File: src/rtl/core/ilid_pkg.sv
`timescale 1ns / 1ps

package ilid_pkg;

  localparam int unsigned CAPACITY = 64;

  localparam int unsigned IDX_W  = (CAPACITY > 1) ? $clog2(CAPACITY) : 1;
  localparam int unsigned CNT_W  = $clog2(CAPACITY + 1);
  localparam int unsigned ACT_W  = 3;
  localparam int unsigned POS_W  = 7;
  localparam int unsigned DATA_W = 32;
  localparam int unsigned ST_W   = 2;
  localparam int unsigned LEN_W  = 7;
  localparam int unsigned CMP_W  = ((POS_W > CNT_W) ? POS_W : CNT_W) + 1;

  // Removed-value collection: cells are ORed in groups, groups in a second stage.
  localparam int unsigned GRP  = 8;
  localparam int unsigned NGRP = (CAPACITY + GRP - 1) / GRP;

  localparam logic [DATA_W-1:0] WORD_ERR  = '1;
  localparam logic [DATA_W-1:0] WORD_ZERO = '0;

  typedef enum logic [ACT_W-1:0] {
    ACT_APPEND    = 3'd0,
    ACT_REM_LAST  = 3'd1,
    ACT_INS_FRONT = 3'd2,
    ACT_INS_AT    = 3'd3,
    ACT_REM_AT    = 3'd4,
    ACT_REM_FIRST = 3'd5
  } action_e;

  typedef enum logic [ST_W-1:0] {
    ST_OK   = 2'd0,
    ST_ERR  = 2'd1,
    ST_FULL = 2'd2
  } status_e;

  // Command broadcast to every cell of the chain.
  typedef struct packed {
    logic              ins;
    logic              rem;
    logic [IDX_W-1:0]  pos;
    logic [DATA_W-1:0] data;
  } cmd_t;

  // Result fields known at accept time.
  typedef struct packed {
    logic              use_sel;
    logic [DATA_W-1:0] data;
    status_e           status;
    logic [LEN_W-1:0]  length;
  } res_t;

endpackage

File: src/rtl/core/ilid_cell.sv
`timescale 1ns / 1ps

module ilid_cell (
  input  logic                         clk_i,
  input  logic [ilid_pkg::IDX_W-1:0]   idx_i,
  input  ilid_pkg::cmd_t               cmd_i,
  input  logic [ilid_pkg::DATA_W-1:0]  left_i,
  input  logic [ilid_pkg::DATA_W-1:0]  right_i,
  output logic [ilid_pkg::DATA_W-1:0]  val_o,
  output logic [ilid_pkg::DATA_W-1:0]  tap_o
);
  import ilid_pkg::*;

  logic [DATA_W-1:0] val_d, val_q;

  always_comb begin
    val_d = val_q;
    priority if (cmd_i.ins && (idx_i > cmd_i.pos)) begin
      val_d = left_i;
    end else if (cmd_i.ins && (idx_i == cmd_i.pos)) begin
      val_d = cmd_i.data;
    end else if (cmd_i.rem && (idx_i >= cmd_i.pos)) begin
      val_d = right_i;
    end else begin
      val_d = val_q;
    end
  end

  // Payload only: no reset.
  always_ff @(posedge clk_i) begin
    val_q <= val_d;
  end

  assign val_o = val_q;
  // Offer the current value when this slot is the one being removed.
  assign tap_o = (cmd_i.rem && (idx_i == cmd_i.pos)) ? val_q : WORD_ZERO;

endmodule

File: config.mk
export PLATFORM = sky130hd
export DESIGN_NAME = ilid_cell
export DESIGN_NICKNAME = d
export VERILOG_FILES = /design/src/rtl/core/ilid_pkg.sv /design/src/rtl/core/ilid_cell.sv
export SDC_FILE = /design/constraint.sdc
export NUM_CORES = 1
export LEC_CHECK = 0
export BUFFER_PORTS_ARGS = -buffer_cell sky130_fd_sc_hd__buf_2
export CORE_MARGIN = 4
export CORE_UTILIZATION = 41
export CTS_CLUSTER_DIAMETER = 200
export CTS_CLUSTER_SIZE = 40
export DETAILED_ROUTE_END_ITERATION = 6
export GPL_TIMING_DRIVEN = 1
export PLACE_DENSITY = 0.81
export SETUP_SLACK_MARGIN = 0.02
export SLEW_MARGIN = 5
export SYNTH_ARGS = -nofsm -noshare
export SYNTH_HDL_FRONTEND = slang
export SYNTH_SLANG_ARGS = --single-unit
File: constraint.sdc
create_clock -name clk_i -period 3.75 [get_ports clk_i]
set_clock_uncertainty 0.05 [all_clocks]
set_input_delay 0.9375 -clock clk_i [delete_from_list [all_inputs] [get_ports clk_i]]
set_output_delay 0.9375 -clock clk_i [all_outputs]
set_load 0.1 [all_outputs]
==> results of run 1 <==
[path summary, 6_finish.rpt]
path / from / slack (ns) / to / cells past startpoint
max: cmd_i[37] / 0.36 / tap_o[7] / 8
min: left_i[8] / 0.91 / val_o[8] / 2
[cells in the mapped netlist]
| cell | count | area, um2 |
|---|---|---|
| clkbuf_1 | 6 | 22.52 |
| nand4_1 | 1 | 6.260 |
| and3_1 | 32 | 200.2 |
| nand4_4 | 1 | 21.27 |
| nor2_1 | 1 | 3.750 |
| o22a_1 | 1 | 8.760 |
| nand3_1 | 2 | 10.01 |
| a31o_2 | 1 | 8.760 |
| buf_6 | 3 | 33.78 |
| a21o_1 | 1 | 7.510 |
| buf_4 | 3 | 22.52 |
| nand2_1 | 1 | 3.750 |
| o21ai_0 | 2 | 10.01 |
| a21oi_1 | 1 | 5.000 |
| nor2b_1 | 1 | 6.260 |
| and4_4 | 1 | 11.26 |
| edfxtp_1 | 32 | 960.9 |
| mux2_4 | 60 | 900.9 |
| mux2_2 | 4 | 45.04 |
| ha_1 | 6 | 75.07 |
| inv_1 | 6 | 22.52 |
[power by group]
part | switching [mW] | internal (mW) | total, mW
Clock | 0.120 | 0.129 | 0.250
Sequential | 0.0268 | 0.468 | 0.495
Combinational | 0.542 | 0.184 | 0.726
Total | 0.690 | 0.781 | 1.47
[layer usage]
metal / up-vias / global-route usage [%]
li1: 980 / -
met4: 0 / 8.041
met3: 16 / 4.514
met1: 992 / 17.46
met5: - / 0
met2: 109 / 39.74
[cell type report]
| type | instances | area share, % |
|---|---|---|
| clock buffer | 7 | 1.968 |
| clock inverter | 1 | 0.09677 |
| inverter | 6 | 0.5806 |
| multi-input combinational | 116 | 34.13 |
| sequential | 32 | 24.77 |
| tap | 72 | 2.323 |
| timing repair buffer | 179 | 36.13 |
[stage by stage]
step,utilization (%),worst slack (ns),instances
after global routing,69.58,0.2785,413
after CTS,69.58,0.3815,413
after floorplan,-,0.1259,166
after detailed placement,68.15,0.3468,405
final,69.58,0.3644,413
after global placement,68.15,0.4168,405
[cells by family after synthesis]
kind of cell / share of synthesized area, %
simple gates: 11.01
flops: 40.27
compound gates: 1.678
fa+ha+maj: 3.146
mux: 39.64
buf+inv: 4.247
==> run summary, run 1 <==
status: completed
root buf cell: clkbuf_8
max-capacitance violation count: 0
via count: 2097
M1 wire length: 2374 um
sequential cell area: 960.9 um2
Setup Crit Path Kind: in -> out
Post-Syn Area: 0.002386 mm2
commonest non-fill, non-tap cell in the layout: buf_2
maximum fanout along the worst path: 22
CTS tree: done
first-pass GRT wire length: 10710 um
Die Wd: 84.29 um
Total Power: 1.470 mW
final instance area: 0.003879 mm2
# hold bufs at CTS: 0
pin count of the biggest net entering global routing: 34
antenna violations before repair: 0
worst-path cell chain: buf_2 -> inv_1 -> ha_1 -> nand4_1 -> nor2_1 -> buf_4 -> and3_1 -> buf_12
Pwr Density: 379.1 mW/mm2
Antenna Nets Post-Route: 0
nets: 457
antenna cell count: 0
met3 WL: 551 um
num rows: 27
Overall Global Routing Usage: 19.29%
DP HPWL: 5965 um
Final period util: 90.28%
Routability Congestion: 0.8281
Port-buffer cells: 174
DRT iter0 DRCs: 49
Worst Path Buf+Inv: 4
met2 WL: 4053 um
Slowest-stage cell, CP: ha_1
drt drc: 0
vias in the first global route: 2184
startpoint types: input pin
Max Fclk: 0.2954 GHz
uppermost routed layer: met4
minimum clock period: 3.386 ns
Fin. Hold Viols: 0
CP delay by family, top: simple AND/OR/NAND/NOR gates
Area growth syn-to-layout: 62.56%
Syn. warnings: 0
Max clock buf depth: 2
max reg flops: 32
die area: 0.007104 mm2
leakage power: 2.077 nW
flops & latches, synth: 32
Mean Syn Cell Area: 14.37 um2
Mapped Cells: 166
Post-DP Area: 0.003799 mm2
Die Height: 84.29 um
setup bufs post-CTS: 0
clk sinks: 32
Core ar.: 0.005574 mm2
clock transition at the registers of the reported paths: 0.06 ns
Max VDD drop: 0.2008 mV
routed vias/inst: 5.077
area occupied by multi-input gates: 0.001324 mm2
layout cell share with drive strength beyond 1: 73.61%
Unique masters post-synth: 21
count of final setup violators: 0
hold_ws: 0.9098 ns
drt total wl: 7194 um
most frequent cells in the layout: buf_2, mux2_4, buf_12
worst hold path type: in -> reg
sequential area share after synthesis: 40.27%
Critical Path Sink Type: output pin
total CTS buffers: 5
DRT Pass-1 Iters: 4
Worst-Margin Slew: 0.8076 ns
Critical Path RT: 2.76 ns
grt ovf: 0
IO Count: 175
setup TNS: 0 ns
Critical Path Max Stage Delay: 0.32 ns
CTS resizes: 0
wire per inst: 17.42 um
Max-Slew Margin vs Limit: 46.05%
net count after synthesis: 283
Initial Utilization: 42.81%
H-Tree Level Count: 2
RSZ-0062 raised after global routing: false
crit path DAT: 2.40 ns
Final Max Slew Viols: 0
Layout fillers: 407
Power figures use the tool's default switching activity.
==> inputs of run 2 (changes only) <==
- ABC_AREA: default -> 1
==> run summary, run 2 <==
Total Power: 1.497 mW (+1.8%)
Antenna Nets Post-Route: 0 (unchanged)
Syn. warnings: 0 (unchanged)
Setup Crit Path Kind: in -> out
prevailing post-synth register cell: edfxtp_1
commonest non-fill, non-tap cell in the layout: buf_2
root buf cell: clkbuf_8
Die Wd: 85.12 um (+0.99%)
Fin. Hold Viols: 0 (unchanged)
Max VDD drop: 0.2678 mV (+33%)
DRT Pass-1 Iters: 4 (unchanged)
drt drc: 0 (unchanged)
Synth Area in Simple Gates: 43.92% (+33 points)
setup bufs post-CTS: 0 (unchanged)
Port-buffer cells: 174 (unchanged)
Post-synth EDFFs: 32 (unchanged)
total CTS buffers: 5 (unchanged)
CTS resizes: 0 (unchanged)
biggest area consumer among synthesized cells: edfxtp_1
met3 Use GR: 3.398% (-1.1 points)
sequential area share after synthesis: 39.40% (-0.87 points)
sequential cell area: 960.9 um2 (unchanged)
Area growth syn-to-layout: 60.13%
minimum clock period: 3.506 ns (+0.1206 ns)
RSZ-0062 raised after global routing: false
Mapped Cells: 350 (+110%)
routed vias/inst: 4.918 (-3.1%)
CTS tree: done
DRT iter0 DRCs: 184 (+280%)
maximum fanout along the worst path: 22 (unchanged)
pre-CTS WS: 0.2199 ns (-0.1269 ns)
net count after synthesis: 467 (+65%)
startpoint types: input pin
Compound-Gate Fraction of Synth Area: 1.283% (-0.40 points)
via count: 2877 (+37%)
worst hold path type: in -> reg
die area: 0.007245 mm2 (+2.0%)
Final Max Slew Viols: 0 (unchanged)
Synth area leaders: edfxtp_1, nand2_1, nand4_1
most frequent cell after synthesis: nand2_1
grt ovf: 0 (unchanged)
Die Height: 85.12 um (+0.99%)
Routability Congestion: 0.9530 (+15%)
post-route setup slack: 0.2438 ns (-0.1206 ns)
Mean Syn Cell Area: 6.967 um2 (-52%)
Pwr Density: 383.4 mW/mm2 (+1.2%)
Max clock buf depth: 2 (unchanged)
area occupied by multi-input gates: 0.001212 mm2 (-8.4%)
status: completed
crit path DAT: 2.52 ns (+0.12 ns)
nets: 629 (+38%)
Util after Layout: 69.22% (-0.37 points)
Max Fclk: 0.2852 GHz (-3.4%)
Final period util: 93.50% (+3.2 points)
flops & latches, synth: 32 (unchanged)
Critical Path RT: 2.76 ns (about the same)
first-pass GRT wire length: 11920 um (+11%)
max-capacitance violation count: 0 (unchanged)
clock transition at the registers of the reported paths: 0.06 ns (about the same)
Inst Count DP: 577 (+42%)
Layout fillers: 446 (+9.6%)
# hold bufs at CTS: 0 (unchanged)
M2 GR Usage: 38.56% (-1.2 points)
Async SR Flop Fraction: 0% (unchanged)
Critical Path Sink Type: output pin
pin count of the biggest net entering global routing: 36 (+5.9%)
antenna cell count: 0 (unchanged)
Worst-Margin Slew: 0.8720 ns (+0.06436 ns)
H-Tree Level Count: 2 (unchanged)
Finished Layout Cells: 585 (+42%)
num rows: 27 (unchanged)
xor-xnor portion of the synthesized cell area: 0% (unchanged)
leakage power: 2.147 nW (+3.4%)
mux cell area share after synthesis: 0% (-40 points)
most frequent cells in the layout: buf_2, nand2_1, inv_1
met1 usage: 21.77% (+4.3 points)
Post-Syn Area: 0.002439 mm2 (+2.2%)
layout cell share with drive strength beyond 1: 40.55% (-33 points)
setup TNS: 0 ns (unchanged)
drt total wl: 7832 um (+8.9%)
Synth top area share: 39.40% (-0.87 points)
DP HPWL: 6334 um (+6.2%)
max reg flops: 32 (unchanged)
clk sinks: 32 (unchanged)
Core ar.: 0.005642 mm2 (+1.2%)
vias in the first global route: 2690 (+23%)
Max-Slew Margin vs Limit: 41.72% (-4.3 points)
most common library cells after synthesis: nand2_1, inv_1, nor2_1
count of final setup violators: 0 (unchanged)
Overall Global Routing Usage: 20.42% (+1.1 points)
antenna violations before repair: 0 (unchanged)
Post-Synth Adder-Cell Area: 3.079% (-0.068 points)
Initial Utilization: 43.22% (+0.42 points)
Unique masters post-synth: 20 (-4.8%)
gr busiest metal: met2
IO Count: 175 (unchanged)
wire per inst: 13.39 um (-23%)
main combinational cell family by area after synthesis: simple AND/OR/NAND/NOR gates
run 2: changes by cell type after synthesis, moves of 4 or more:
cell	before	now
nand2_1	1	136
mux2_4	60	0
inv_1	6	43
and3_1	32	0
nor2_1	1	33
nand4_1	1	32
nand3_1	2	32
buf_2	0	15
mux2_2	4	0
run 2: worst paths after layout:
path  startpoint         to  slack, ns  cells after the start
max    cmd_i[35]  tap_o[31]       0.24                      9
min    left_i[8]   val_o[8]       0.92                      3
run 2: cell type report:
type,instances,share of cell area [%]
Timing Repair Buffer,180,35.76
Multi-Input combinational cell,249,31.05
Sequential cell,32,24.61
Inverter,44,4.229
Tap cell,72,2.307
Clock buffer,7,1.954
Clock inverter,1,0.09612
run 2: worst max-delay path, cell delays in order:
cell and delay, ns:
buf_2 0.07, inv_1 0.03, ha_1 0.28, nand2_1 0.15, nor3_2 0.24, nand2_1 0.11
buf_4 0.25, nor2_1 0.22, buf_12 0.21
run 2: cells by family (layout without fill, tap and decap cells):
family                   after synthesis  after routing
AND/OR/NAND/NOR                      240            240
adder cells (fa/ha/maj)                6              6
AO/OA/AOI/OAI                          3              3
flip-flops                            32             32
buffers and inverters                 69            232
run 2: power by group:
group	internal (mW)	switching (mW)
Sequential	0.472	0.0298
Clock	0.129	0.108
Combinational	0.139	0.620
run 2: per-layer routing:
layer | up-vias | share of wire (%)
li1 | 1447 | -
met1 | 1253 | 36
met2 | 155 | 52
met3 | 22 | 8.4
met4 | 0 | 3.2
met5 | - | 0
run 2: through the flow:
step / instance area [um2] / hold WS (ns)
2_1_floorplan: 2474 / 1.104
3_3_place_gp: 3825 / 1.191
3_5_place_dp: 3825 / 1.194
4_1_cts: 3905 / 0.9082
5_1_grt: 3905 / 0.9136
6_report: 3905 / 0.9199
