--- config.mk ---
export PLATFORM = sky130hd
export DESIGN_NAME = ilid_ctrl
export DESIGN_NICKNAME = d
export VERILOG_FILES = /design/src/rtl/core/ilid_pkg.sv /design/src/rtl/core/ilid_ctrl.sv
export SDC_FILE = /design/constraint.sdc
export NUM_CORES = 1
export LEC_CHECK = 0
export BUFFER_PORTS_ARGS = -buffer_cell sky130_fd_sc_hd__buf_2
export CAP_MARGIN = 10
export CORE_ASPECT_RATIO = 2
export CORE_MARGIN = 3
export CORE_UTILIZATION = 37
export CTS_CLUSTER_SIZE = 8
export DETAILED_ROUTE_END_ITERATION = 10
export PLACE_DENSITY_LB_ADDON = 0.15
export SLEW_MARGIN = 20
export SYNTH_ARGS = -nofsm -noshare
export SYNTH_HDL_FRONTEND = slang
export SYNTH_SLANG_ARGS = --single-unit
export TNS_END_PERCENT = 100
--- constraint.sdc ---
create_clock -name clk_i -period 3.5 [get_ports clk_i]
set_clock_uncertainty 0.2 [all_clocks]
set_input_delay 0.175 -clock clk_i [delete_from_list [all_inputs] [get_ports clk_i]]
set_output_delay 0.175 -clock clk_i [all_outputs]
set_load 0.01 [all_outputs]
--- src/rtl/core/ilid_pkg.sv ---
`timescale 1ns / 1ps

package ilid_pkg;

  localparam int unsigned CAPACITY = 64;

  localparam int unsigned IDX_W  = (CAPACITY > 1) ? $clog2(CAPACITY) : 1;
  localparam int unsigned CNT_W  = $clog2(CAPACITY + 1);
  localparam int unsigned ACT_W  = 3;
  localparam int unsigned POS_W  = 7;
  localparam int unsigned DATA_W = 32;
  localparam int unsigned ST_W   = 2;
  localparam int unsigned LEN_W  = 7;
  localparam int unsigned CMP_W  = ((POS_W > CNT_W) ? POS_W : CNT_W) + 1;

  // Removed-value collection: cells are ORed in groups, groups in a second stage.
  localparam int unsigned GRP  = 8;
  localparam int unsigned NGRP = (CAPACITY + GRP - 1) / GRP;

  localparam logic [DATA_W-1:0] WORD_ERR  = '1;
  localparam logic [DATA_W-1:0] WORD_ZERO = '0;

  typedef enum logic [ACT_W-1:0] {
    ACT_APPEND    = 3'd0,
    ACT_REM_LAST  = 3'd1,
    ACT_INS_FRONT = 3'd2,
    ACT_INS_AT    = 3'd3,
    ACT_REM_AT    = 3'd4,
    ACT_REM_FIRST = 3'd5
  } action_e;

  typedef enum logic [ST_W-1:0] {
    ST_OK   = 2'd0,
    ST_ERR  = 2'd1,
    ST_FULL = 2'd2
  } status_e;

  // Command broadcast to every cell of the chain.
  typedef struct packed {
    logic              ins;
    logic              rem;
    logic [IDX_W-1:0]  pos;
    logic [DATA_W-1:0] data;
  } cmd_t;

  // Result fields known at accept time.
  typedef struct packed {
    logic              use_sel;
    logic [DATA_W-1:0] data;
    status_e           status;
    logic [LEN_W-1:0]  length;
  } res_t;

endpackage

--- src/rtl/core/ilid_ctrl.sv ---
`timescale 1ns / 1ps

module ilid_ctrl (
  input  logic                         clk_i,
  input  logic                         rst_ni,
  input  logic                         accept_i,
  input  logic [ilid_pkg::ACT_W-1:0]   action_i,
  input  logic [ilid_pkg::POS_W-1:0]   position_i,
  input  logic [ilid_pkg::DATA_W-1:0]  data_i,
  output ilid_pkg::cmd_t               cmd_o,
  output ilid_pkg::res_t               res_o
);
  import ilid_pkg::*;

  logic [CNT_W-1:0] count_d, count_q;
  logic [CNT_W-1:0] cnt_next;
  logic [CMP_W-1:0] pos_c, cnt_c;
  logic             ins_ok, rem_ok, is_ins, is_rem;
  status_e          status;
  action_e          act;

  always_comb begin
    act    = action_e'(action_i);
    cnt_c  = CMP_W'(count_q);
    pos_c  = '0;
    is_ins = 1'b0;
    is_rem = 1'b0;
    unique case (act)
      ACT_APPEND:    begin is_ins = 1'b1; pos_c = cnt_c;              end
      ACT_INS_FRONT: begin is_ins = 1'b1; pos_c = '0;                 end
      ACT_INS_AT:    begin is_ins = 1'b1; pos_c = CMP_W'(position_i); end
      ACT_REM_LAST:  begin is_rem = 1'b1; pos_c = cnt_c - 1'b1;       end
      ACT_REM_FIRST: begin is_rem = 1'b1; pos_c = '0;                 end
      ACT_REM_AT:    begin is_rem = 1'b1; pos_c = CMP_W'(position_i); end
      default:       begin is_ins = 1'b0; is_rem = 1'b0;              end
    endcase

    ins_ok   = 1'b0;
    rem_ok   = 1'b0;
    status   = ST_ERR;
    cnt_next = count_q;
    if (is_ins) begin
      // Position check comes before the full check.
      priority if (pos_c > cnt_c) begin
        status = ST_ERR;
      end else if (count_q == CNT_W'(CAPACITY)) begin
        status = ST_FULL;
      end else begin
        ins_ok   = 1'b1;
        status   = ST_OK;
        cnt_next = count_q + 1'b1;
      end
    end else if (is_rem && (count_q != '0) && (pos_c < cnt_c)) begin
      rem_ok   = 1'b1;
      status   = ST_OK;
      cnt_next = count_q - 1'b1;
    end

    count_d = accept_i ? cnt_next : count_q;
  end

  always_ff @(posedge clk_i or negedge rst_ni) begin
    if (!rst_ni) begin
      count_q <= '0;
    end else begin
      count_q <= count_d;
    end
  end

  assign cmd_o.ins  = accept_i && ins_ok;
  assign cmd_o.rem  = accept_i && rem_ok;
  assign cmd_o.pos  = IDX_W'(pos_c);
  assign cmd_o.data = data_i;

  assign res_o.use_sel = rem_ok;
  assign res_o.data    = ins_ok ? WORD_ZERO : WORD_ERR;
  assign res_o.status  = status;
  assign res_o.length  = LEN_W'(cnt_next);

endmodule

==> results of run 1 <==
## synthesized netlist by cell type (all sizes together) (3+ instances only)
cell type | number | area share
a211oi | 8 | 0.035
a21o | 5 | 0.022
a21oi | 10 | 0.029
a22oi | 3 | 0.013
a31oi | 3 | 0.011
and3 | 4 | 0.017
buf | 70 | 0.30
clkbuf | 6 | 0.013
dfrtp | 7 | 0.10
ha | 9 | 0.066
inv | 16 | 0.035
nand2 | 19 | 0.041
nand3 | 8 | 0.023
nor2 | 14 | 0.031
nor3 | 6 | 0.024
nor4 | 4 | 0.015
o211ai | 4 | 0.017
o21ai | 17 | 0.052
or3 | 3 | 0.011
xnor2 | 10 | 0.051
## logic make-up (layout without fill, tap and decap cells)
kind of cell / Yosys count / count (layout) / synth area share
compound gates: 63 / 63 / 0.247
fa+ha+maj: 9 / 9 / 0.0655
simple gates: 62 / 62 / 0.183
mux: 1 / 1 / 0.00582
flops: 7 / 7 / 0.102
xor+xnor: 10 / 10 / 0.0509
buf+inv: 92 / 128 / 0.346
## worst max-delay path by stage
stage          cells past startpoint       end        from  slack [ns]
2_1_floorplan                     12  res_o[6]  count_q[3]       -0.01
3_3_place_gp                      14  res_o[2]  count_q[1]       -0.09
3_5_place_dp                      12  res_o[6]  count_q[1]       -0.08
4_1_cts                           12  res_o[6]  count_q[2]       -0.24
5_1_grt                           13  res_o[6]  count_q[2]       -0.40
6_report                          12  res_o[6]  count_q[2]       -0.24
## power breakdown
| group | internal (uW) | switching (uW) |
|---|---|---|
| sequential | 120 | 56.9 |
| clock | 78.9 | 35.8 |
| combinational | 578 | 649 |
| total | 776 | 742 |
## routing by layer
| metal | vias to the layer above | GRT usage | share of wire |
|---|---|---|---|
| met4 | 0 | 0.117 | 0.053 |
| met3 | 31 | 0.0117 | 0.066 |
| met1 | 840 | 0.202 | 0.32 |
| li1 | 863 | - | - |
| met5 | - | 0 | 0 |
| met2 | 88 | 0.379 | 0.56 |
## timing repair
| item | 4_1_cts | 5_1_grt |
|---|---|---|
| pin swaps | 14 | 3 |
| resized for setup | 21 | 16 |
| buffers inserted | 6 | 1 |
| hold endpoints to repair | 7 | 0 |
| hold buffers | 1 | 0 |
| setup endpoints to repair | 45 | 49 |
## cell type report
cell class                 instances  area share
multi-input combinational        145       0.520
timing repair buffer             108       0.313
sequential                         7      0.0807
inverter                          16      0.0346
tap                               54      0.0311
clock buffer                       4      0.0207
## metrics by stage
stage               cell area (um^2)  hold slack [ns]
global placement                1900           -0.167
finish                          2170           0.0995
floorplan                       1770           -0.321
detailed placement              1900           -0.170
global route                    2170            0.126
CTS                             2090            0.101
## worst max-delay path, cell delays in order (launching register included)
cell,delay [ns]
dfrtp_1,0.38
or4_4,0.58
o21ai_1,0.14
a21oi_1,0.09
o21ai_2,0.21
ha_4,0.23
and3_4,0.18
a221oi_4,0.29
o21ai_2,0.12
a2111o_1,0.40
or3_1,0.33
o21ai_2,0.06
buf_2,0.14
==> results.md, run 1 <==
* Drt initial violations at 58
* Post-DP HPWL at 4300 um
* Pre-antenna DRT Iters at 4
* CTS tree: done
* Status: complete, but fails checks
* Multi-input gate area at 1130 um^2
* Maximum operating frequency at 0.267 GHz
* Reg2reg end: count_q[1]
* # rows at 34
* Clock Path Buffers at 2
* Worst flop-to-flop path startpoint: count_q[2]
* Part of the cycle the worst path needs at 1.07
* Reg with most FFs: count_q
* Tmin final at 3.74 ns
* Register bit total from synthesis at 7
* Routed WL per cell at 15.8 um
* Netlist cell types at 41
* Synth warn at 0
* NumNets Final at 335
* Die W at 54.2 um
* Worst setup margin at -0.241 ns
* Netlist Area Pre-Place at 1720 um^2
* Total number of vias at 1822
* Clk Latency, worst-skew pair at 0.23 ns
* Core area at 4420 um^2
* Crit start category: register
* Post-synth EDFFs at 0
* Final Routed Wirelength at 5290 um
* Setup TNS Final at -4.55 ns
* DIE AREA at 5550 um^2
* Diode count at 0
* # DRC at 0
* Arrival time at the worst endpoint at 3.37 ns
* Max-Cap Viols at 0
* Setup Viol. Count Final at 42
* Leakage power at 0.00104 uW
* Commonest non-fill, non-tap cell in the layout: buf_2
* Reg2Reg Depth at 12
* Area Growth Syn to Fin at 26.3%
* Cells after Synth at 244
* Final Non-Filler Cells at 334
* Hold Crit Class: input pin to register
* Tot Pwr at 1520 uW
* Register Area at 175 um^2
* Failing checks: negative setup slack
* Leading cell types in the layout, fill and taps excluded: 61 x buf_2, 41 x buf_4, 19 x nand2_1
* Initial Util at 0.389
* Asr flop ratio synth at 1.00
* Worst-Margin Slew at 0.437 ns
* Via/cell ratio at 5.46
* Pwr dens at 699 nW/um^2
* Syn_nets at 298
* Hold endpoint: count_q[2]
* Max IR drop VDD at 0.000446 V
* Largest registers: count_q x7
* Clk sink count at 7
* Fillcell total at 444
* Boundary Pins at 127
* Count of endpoints failing hold in the final timing report at 0
* # H-tree levels at 1
* Largest net degree at the start of global routing at 33
* Hold Crit Depth at 3
* Final core occ at 0.491
* First-pass GRT wire length at 8300 um
* Initial antenna violation count at 0
* PortBufs at 62
* Kind of critical path: register to output pin
* Post-route ant nets at 0
* Cell count after placement at 323
* Worst reg2reg setup slack at 0.08 ns
* Worst-path clk slew at 0.04 ns
* Worst slack at placement at -0.0818 ns
* Max reg flops at 7
* Die Height at 102 um
* HP Start: accept_i
* Crit. End Element: output pin
* Vias in the first global route at 1717
* Worst EP required at 3.12 ns
* Syn avg cell area at 7.05 um^2
* CTS root buffer: clkbuf_8
* Register area share after synthesis at 0.102
* GRT Total Usage at 0.201
* Crit Path Max Fanout at 4
* Routability Congestion at 0.866
* Grt total ovfl at 0
* Relative slew slack at 0.708
* Max Slew Vio Count at 0
* Fraction of layout instances using a drive strength above 1 at 0.511
* RSZ-0062 raised after global routing: true
* CTS Buf Count at 3
* Main synth FF type: dfrtp_1
Note: power is estimated with default switching activity, not from simulation.
==> inputs of run 2 (changes only) <==
--- a/config.mk
+++ b/config.mk
@@ -9,10 +9,11 @@
 export CAP_MARGIN = 10
 export CORE_ASPECT_RATIO = 2
 export CORE_MARGIN = 3
-export CORE_UTILIZATION = 37
+export CORE_UTILIZATION = 41
 export CTS_CLUSTER_SIZE = 8
 export DETAILED_ROUTE_END_ITERATION = 10
 export PLACE_DENSITY_LB_ADDON = 0.15
+export SETUP_SLACK_MARGIN = 0.1
 export SLEW_MARGIN = 20
 export SYNTH_ARGS = -nofsm -noshare
 export SYNTH_HDL_FRONTEND = slang
==> constraint.sdc (replaced) <==
create_clock -name clk_i -period 3.65 [get_ports clk_i]
set_clock_uncertainty 0.2 [all_clocks]
set_input_delay 0.1825 -clock clk_i [delete_from_list [all_inputs] [get_ports clk_i]]
set_output_delay 0.1825 -clock clk_i [all_outputs]
set_load 0.01 [all_outputs]
==> run 2 against run 1 <==
The flow still finishes with violations (negative setup slack). Cell area down 5.0%. Count of clock-buffer cells in the layout did not move. Final cell count down 5.1%. Via count down 3.0%. Die area fell by 9.0%. Global-route usage rose by 0.16 points. Critical path type unchanged. Highest routed layer unchanged.
==> results.md, run 2 (synthesized netlist as in run 1, its figures left out) <==
* Max IR drop VDD at 0.000367 V
* Largest net degree at the start of global routing at 33
* Fraction of layout instances using a drive strength above 1 at 0.496
* Part of the cycle the worst path needs at 1.05
* Internal at 704 uW
* Fillcell total at 413
* Vias in the first global route at 1647
* PortBufs at 62
* Crit. End Element: output pin
* Area Growth Syn to Fin at 20.0%
* Max Slew Vio Count at 0
* Boundary Pins at 127
* CTS Buf Count at 3
* Leakage power at 0.000964 uW
* Clk Latency, worst-skew pair at 0.23 ns
* Status: complete, but fails checks
* Reg with most FFs: count_q
* DIE AREA at 5050 um^2
* Total number of vias at 1768
* Arrival time at the worst endpoint at 3.44 ns
* Crit start category: register
* Post-DP HPWL at 4090 um
* Max-Cap Viols at 0
* Clock Path Buffers at 2
* Reg power frac at 0.123
* Core area at 3960 um^2
* Worst setup margin at -0.176 ns
* Initial Util at 0.434
* Count of endpoints failing hold in the final timing report at 0
* Final core occ at 0.521
* Hold Crit Depth at 3
* RSZ-0062 raised after global routing: true
* Largest registers: count_q x7
* Kind of critical path: register to output pin
* Tmin final at 3.83 ns
* Commonest non-fill, non-tap cell in the layout: buf_2
* Switching Share at 0.501
* Post-route ant nets at 0
* GRT Total Usage at 0.203
* Leading cell types in the layout, fill and taps excluded: 61 x buf_2, 29 x buf_4, 19 x nand2_1
* Clk sink count at 7
* CTS root buffer: clkbuf_8
* Switching pwr at 707 uW
* Diode count at 0
* Clock group share of total power at 0.081
* First-pass GRT wire length at 7830 um
* Failing checks: negative setup slack
* Tot Pwr at 1410 uW
* Worst-Margin Slew at 0.753 ns
* Die Height at 97.6 um
* Drt initial violations at 44
* Worst EP required at 3.27 ns
* Pwr dens at 684 nW/um^2
* # DRC at 0
* Combinational Power Share at 0.796
* NumNets Final at 321
* Hold Crit Class: input pin to register
* Crit Path Max Fanout at 4
* CTS tree: done
* Routed WL per cell at 16.5 um
* Initial antenna violation count at 0
* Routability Congestion at 0.929
* Die W at 51.8 um
* Via/cell ratio at 5.58
* # H-tree levels at 1
* Relative slew slack at 0.494
* Worst-path clk slew at 0.04 ns
* Grt total ovfl at 0
* Final Routed Wirelength at 5230 um
* Pre-antenna DRT Iters at 4
* Max reg flops at 7
* Reg2Reg Depth at 13
* # rows at 32
* Setup Viol. Count Final at 40
* Maximum operating frequency at 0.261 GHz
run 2: cell types whose count changed in the layout (fill, tap and decap cells not counted), moves of 2 or more:
cell and delta:
o21ai_1 -4, o21ai_0 +3, o21ai_2 +2, buf_4 -12
buf_6 -2, nand3_1 +2, nand3_2 -2
run 2: repair_timing:
action | CTS | global route
gates cloned | 0 | 0
setup buffers | 5 | 2
pin swaps | 8 | 4
endpoints found under the hold margin | 7 | 0
endpoints found under the setup margin | 44 | 48
gates resized for setup | 15 | 19
hold buffers | 1 | 0
run 2: cell type report:
cell class,count,area (um^2),area share
Clock buffer,4,45.0,0.0218
Inverter,16,70.1,0.0340
Multi-Input combinational cell,145,1140,0.554
Sequential cell,7,175,0.0849
Tap cell,51,63.8,0.0309
Timing Repair Buffer,94,567,0.275
run 2: power by group through the flow:
stage / combinational (uW) / clock, uW / sequential [uW]
2_1_floorplan: 772 / 0 / 139
3_3_place_gp: 962 / 0 / 173
3_5_place_dp: 962 / 0 / 172
4_1_cts: 1050 / 116 / 172
5_1_grt: 1220 / 119 / 178
6_report: 1120 / 114 / 174
run 2: routing by layer:
layer | part of all wire | vias to the layer above | track usage | wire (um)
met2 | 0.55 | 82 | 0.391 | 2900
met3 | 0.054 | 20 | 0.00922 | 285
met1 | 0.34 | 829 | 0.197 | 1800
met4 | 0.046 | 0 | 0.119 | 240
li1 | - | 837 | - | -
met5 | 0 | - | 0 | 0
run 2: through the flow:
step	cell area, um^2	instances	hold WS, ns	worst slack, ns	setup TNS (ns)
after floorplan	1760	244	-0.313	0.101	0
after global placement	1780	305	-0.156	0.0666	0
after detailed placement	1780	305	-0.157	-0.00311	-0.00311
after CTS	1950	315	0.105	-0.134	-3.08
after global routing	2060	317	0.124	-0.290	-10.55
final	2060	317	0.103	-0.176	-5.30
run 2: path summary, 6_finish.rpt:
path / from / end / slack (ns)
worst max register to register: count_q[0] / count_q[1] / 0.11
worst min register to register: count_q[2] / count_q[2] / 0.33
worst min-delay path: accept_i / count_q[3] / 0.10
worst max-delay path: count_q[0] / res_o[6] / -0.18
max in group asynchronous: rst_ni / count_q[3] / 2.95
min in group asynchronous: rst_ni / count_q[5] / 0.12
run 2: worst max-delay path, cell delays in order (launching register included):
cell and delay (ns):
dfrtp_1 0.40, or4_4 0.60, o21ai_2 0.16, a21oi_2 0.08, o21ai_2 0.19, ha_4 0.23, and3_4 0.18, a221oi_4 0.33
o21ai_2 0.12, a2111o_1 0.40, or3_4 0.34, o21ai_2 0.06, buf_2 0.14
==> inputs of run 3 (changes only) <==
--- a/config.mk
+++ b/config.mk
@@ -7,9 +7,11 @@
 export LEC_CHECK = 0
 export BUFFER_PORTS_ARGS = -buffer_cell sky130_fd_sc_hd__buf_2
 export CAP_MARGIN = 10
+export CELL_PAD_IN_SITES_DETAIL_PLACEMENT = 1
+export CELL_PAD_IN_SITES_GLOBAL_PLACEMENT = 1
 export CORE_ASPECT_RATIO = 2
 export CORE_MARGIN = 3
-export CORE_UTILIZATION = 41
+export CORE_UTILIZATION = 27
 export CTS_CLUSTER_SIZE = 8
 export DETAILED_ROUTE_END_ITERATION = 10
 export PLACE_DENSITY_LB_ADDON = 0.15
==> run 3 against run 2 <==
Highest routed layer unchanged. Largest cell class unchanged. Sequential share of layout area is 0.66 points lower. Hold slack better by 0.0037 ns. Count of clock-buffer cells in the layout stayed put. Power is 15% higher. The run still ends with negative setup slack left. First-iteration DRC count is 9.1% higher. Flip-flop and latch count stayed put. Critical path depth is 1 higher.
==> results.md, run 3 (synthesized netlist as in run 1, its figures left out) <==
* Status: complete, but fails checks
* Failing checks: negative setup slack
* Die Height at 119 um
* Crit-path cells: or4_4 > o21ai_1 > a21oi_1 > o21ai_2 > ha_1 > and3_4 > a221oi_2 > buf_4 > o21ai_2 > a2111o_1 > or3_1 > o21ai_2 > buf_2
* Pwr dens at 719 nW/um^2
* Relative slew slack at 0.656
* Routability Congestion at 0.823
* Routed WL per cell at 17.1 um
* Clock Path Buffers at 2
* Worst setup margin at -0.144 ns
* Crit. End Element: output pin
* Slowest cell on the critical path: or4_4
* Diode count at 0
* Setup Viol. Count Final at 40
* Hold WS at 0.106 ns
* Maximum operating frequency at 0.264 GHz
* # rows at 40
* Via/cell ratio at 4.96
* Leading cell types in the layout, fill and taps excluded: 62 x buf_2, 45 x buf_4, 19 x nand2_1
* Leakage power at 0.00107 uW
* Max reg flops at 7
* Crit Path Max Fanout at 4
* First-pass GRT wire length at 9780 um
* Crit start category: register
* PortBufs at 62
* Total number of vias at 1830
* Largest registers: count_q x7
* Final Routed Wirelength at 6310 um
* Worst-path clk slew at 0.04 ns
* Tmin final at 3.79 ns
* Post-DP HPWL at 5110 um
* Drt initial violations at 48
* Initial Util at 0.282
* Pre-antenna DRT Iters at 4
* Area Growth Syn to Fin at 31.0%
* CTS Buf Count at 3
* Clk sink count at 7
* Fraction of layout instances using a drive strength above 1 at 0.530
* Core area at 6110 um^2
* Worst-Margin Slew at 0.515 ns
* RSZ-0062 raised after global routing: true
* Part of the cycle the worst path needs at 1.04
* Die W at 62.4 um
* Vias in the first global route at 1911
* Hold Crit Class: input pin to register
* # DRC at 0
* Arrival time at the worst endpoint at 3.41 ns
* Largest net degree at the start of global routing at 33
* Clk Latency, worst-skew pair at 0.24 ns
* DIE AREA at 7420 um^2
* CTS root buffer: clkbuf_16
* Max Slew Vio Count at 0
* Worst slack at placement at -0.0633 ns
* Grt total ovfl at 0
* Initial antenna violation count at 0
* CTS tree: done
* Boundary Pins at 127
* # H-tree levels at 1
* Kind of critical path: register to output pin
* Setup TNS Final at -1.11 ns
* Commonest non-fill, non-tap cell in the layout: buf_2
* GRT Total Usage at 0.167
* Placed Area at 1940 um^2
* CP max stage delay at 0.58 ns
* CP most frequent cell: o21ai_2
* Worst EP required at 3.27 ns
* Count of endpoints failing hold in the final timing report at 0
* Tot Pwr at 1620 uW
* Reg with most FFs: count_q
* Final Cell Area at 2250 um^2
* Max-Cap Viols at 0
* Fillcell total at 792
* NumNets Final at 340
* Max IR drop VDD at 0.000291 V
* Post-route ant nets at 0
[run 3: final timing paths]
kind | from | end | slack [ns] | cells past startpoint
worst max register to register | count_q[0] | count_q[1] | 0.03 | 16
worst min register to register | count_q[3] | count_q[3] | 0.42 | 2
worst max-delay path | count_q[0] | res_o[6] | -0.14 | 13
min in group asynchronous | rst_ni | count_q[6] | 0.13 | 2
worst min-delay path | accept_i | count_q[2] | 0.11 | 3
max in group asynchronous | rst_ni | count_q[1] | 2.91 | 2
[run 3: layer usage]
| layer | track usage | part of all wire |
|---|---|---|
| met1 | 0.154 | 0.34 |
| met5 | 0 | 0 |
| met4 | 0.0609 | 0.018 |
| met3 | 0.0226 | 0.053 |
| met2 | 0.351 | 0.59 |
[run 3: cell type report]
cell class	instances	area (um^2)	area share
Timing Repair Buffer	113	714	0.317
Clock buffer	4	78.8	0.0350
Tap cell	84	105	0.0467
Multi-Input combinational cell	145	1110	0.492
Sequential cell	7	176	0.0783
Inverter	16	70.1	0.0311
[run 3: what timing repair did]
item / 4_1_cts / 5_1_grt
resized for setup: 14 / 23
endpoints found under the setup margin: 45 / 50
hold buffers: 1 / 0
gates cloned: 0 / 0
setup buffers: 5 / 6
hold endpoints to repair: 7 / 0
pin swaps: 9 / 9
[run 3: metrics by stage]
| step | utilization | std cells |
|---|---|---|
| finish | 0.369 | 369 |
| global route | 0.369 | 369 |
| CTS | 0.349 | 364 |
| detailed placement | 0.318 | 354 |
| global placement | 0.318 | 354 |
| floorplan | - | 244 |
[run 3: report_power, final]
group,switching [uW],internal [uW]
sequential,43.6,116
combinational,663,604
clock,47.1,146
[run 3: critical path, delay by kind of cell, from the launching register on]
kind / cells / cell delay [ns]
AOI/OAI and AO/OA: 7 / 1.15
DFF: 1 / 0.40
and+or+nand+nor: 3 / 1.09
adders and majority gates: 1 / 0.26
buffers and inverters: 2 / 0.30
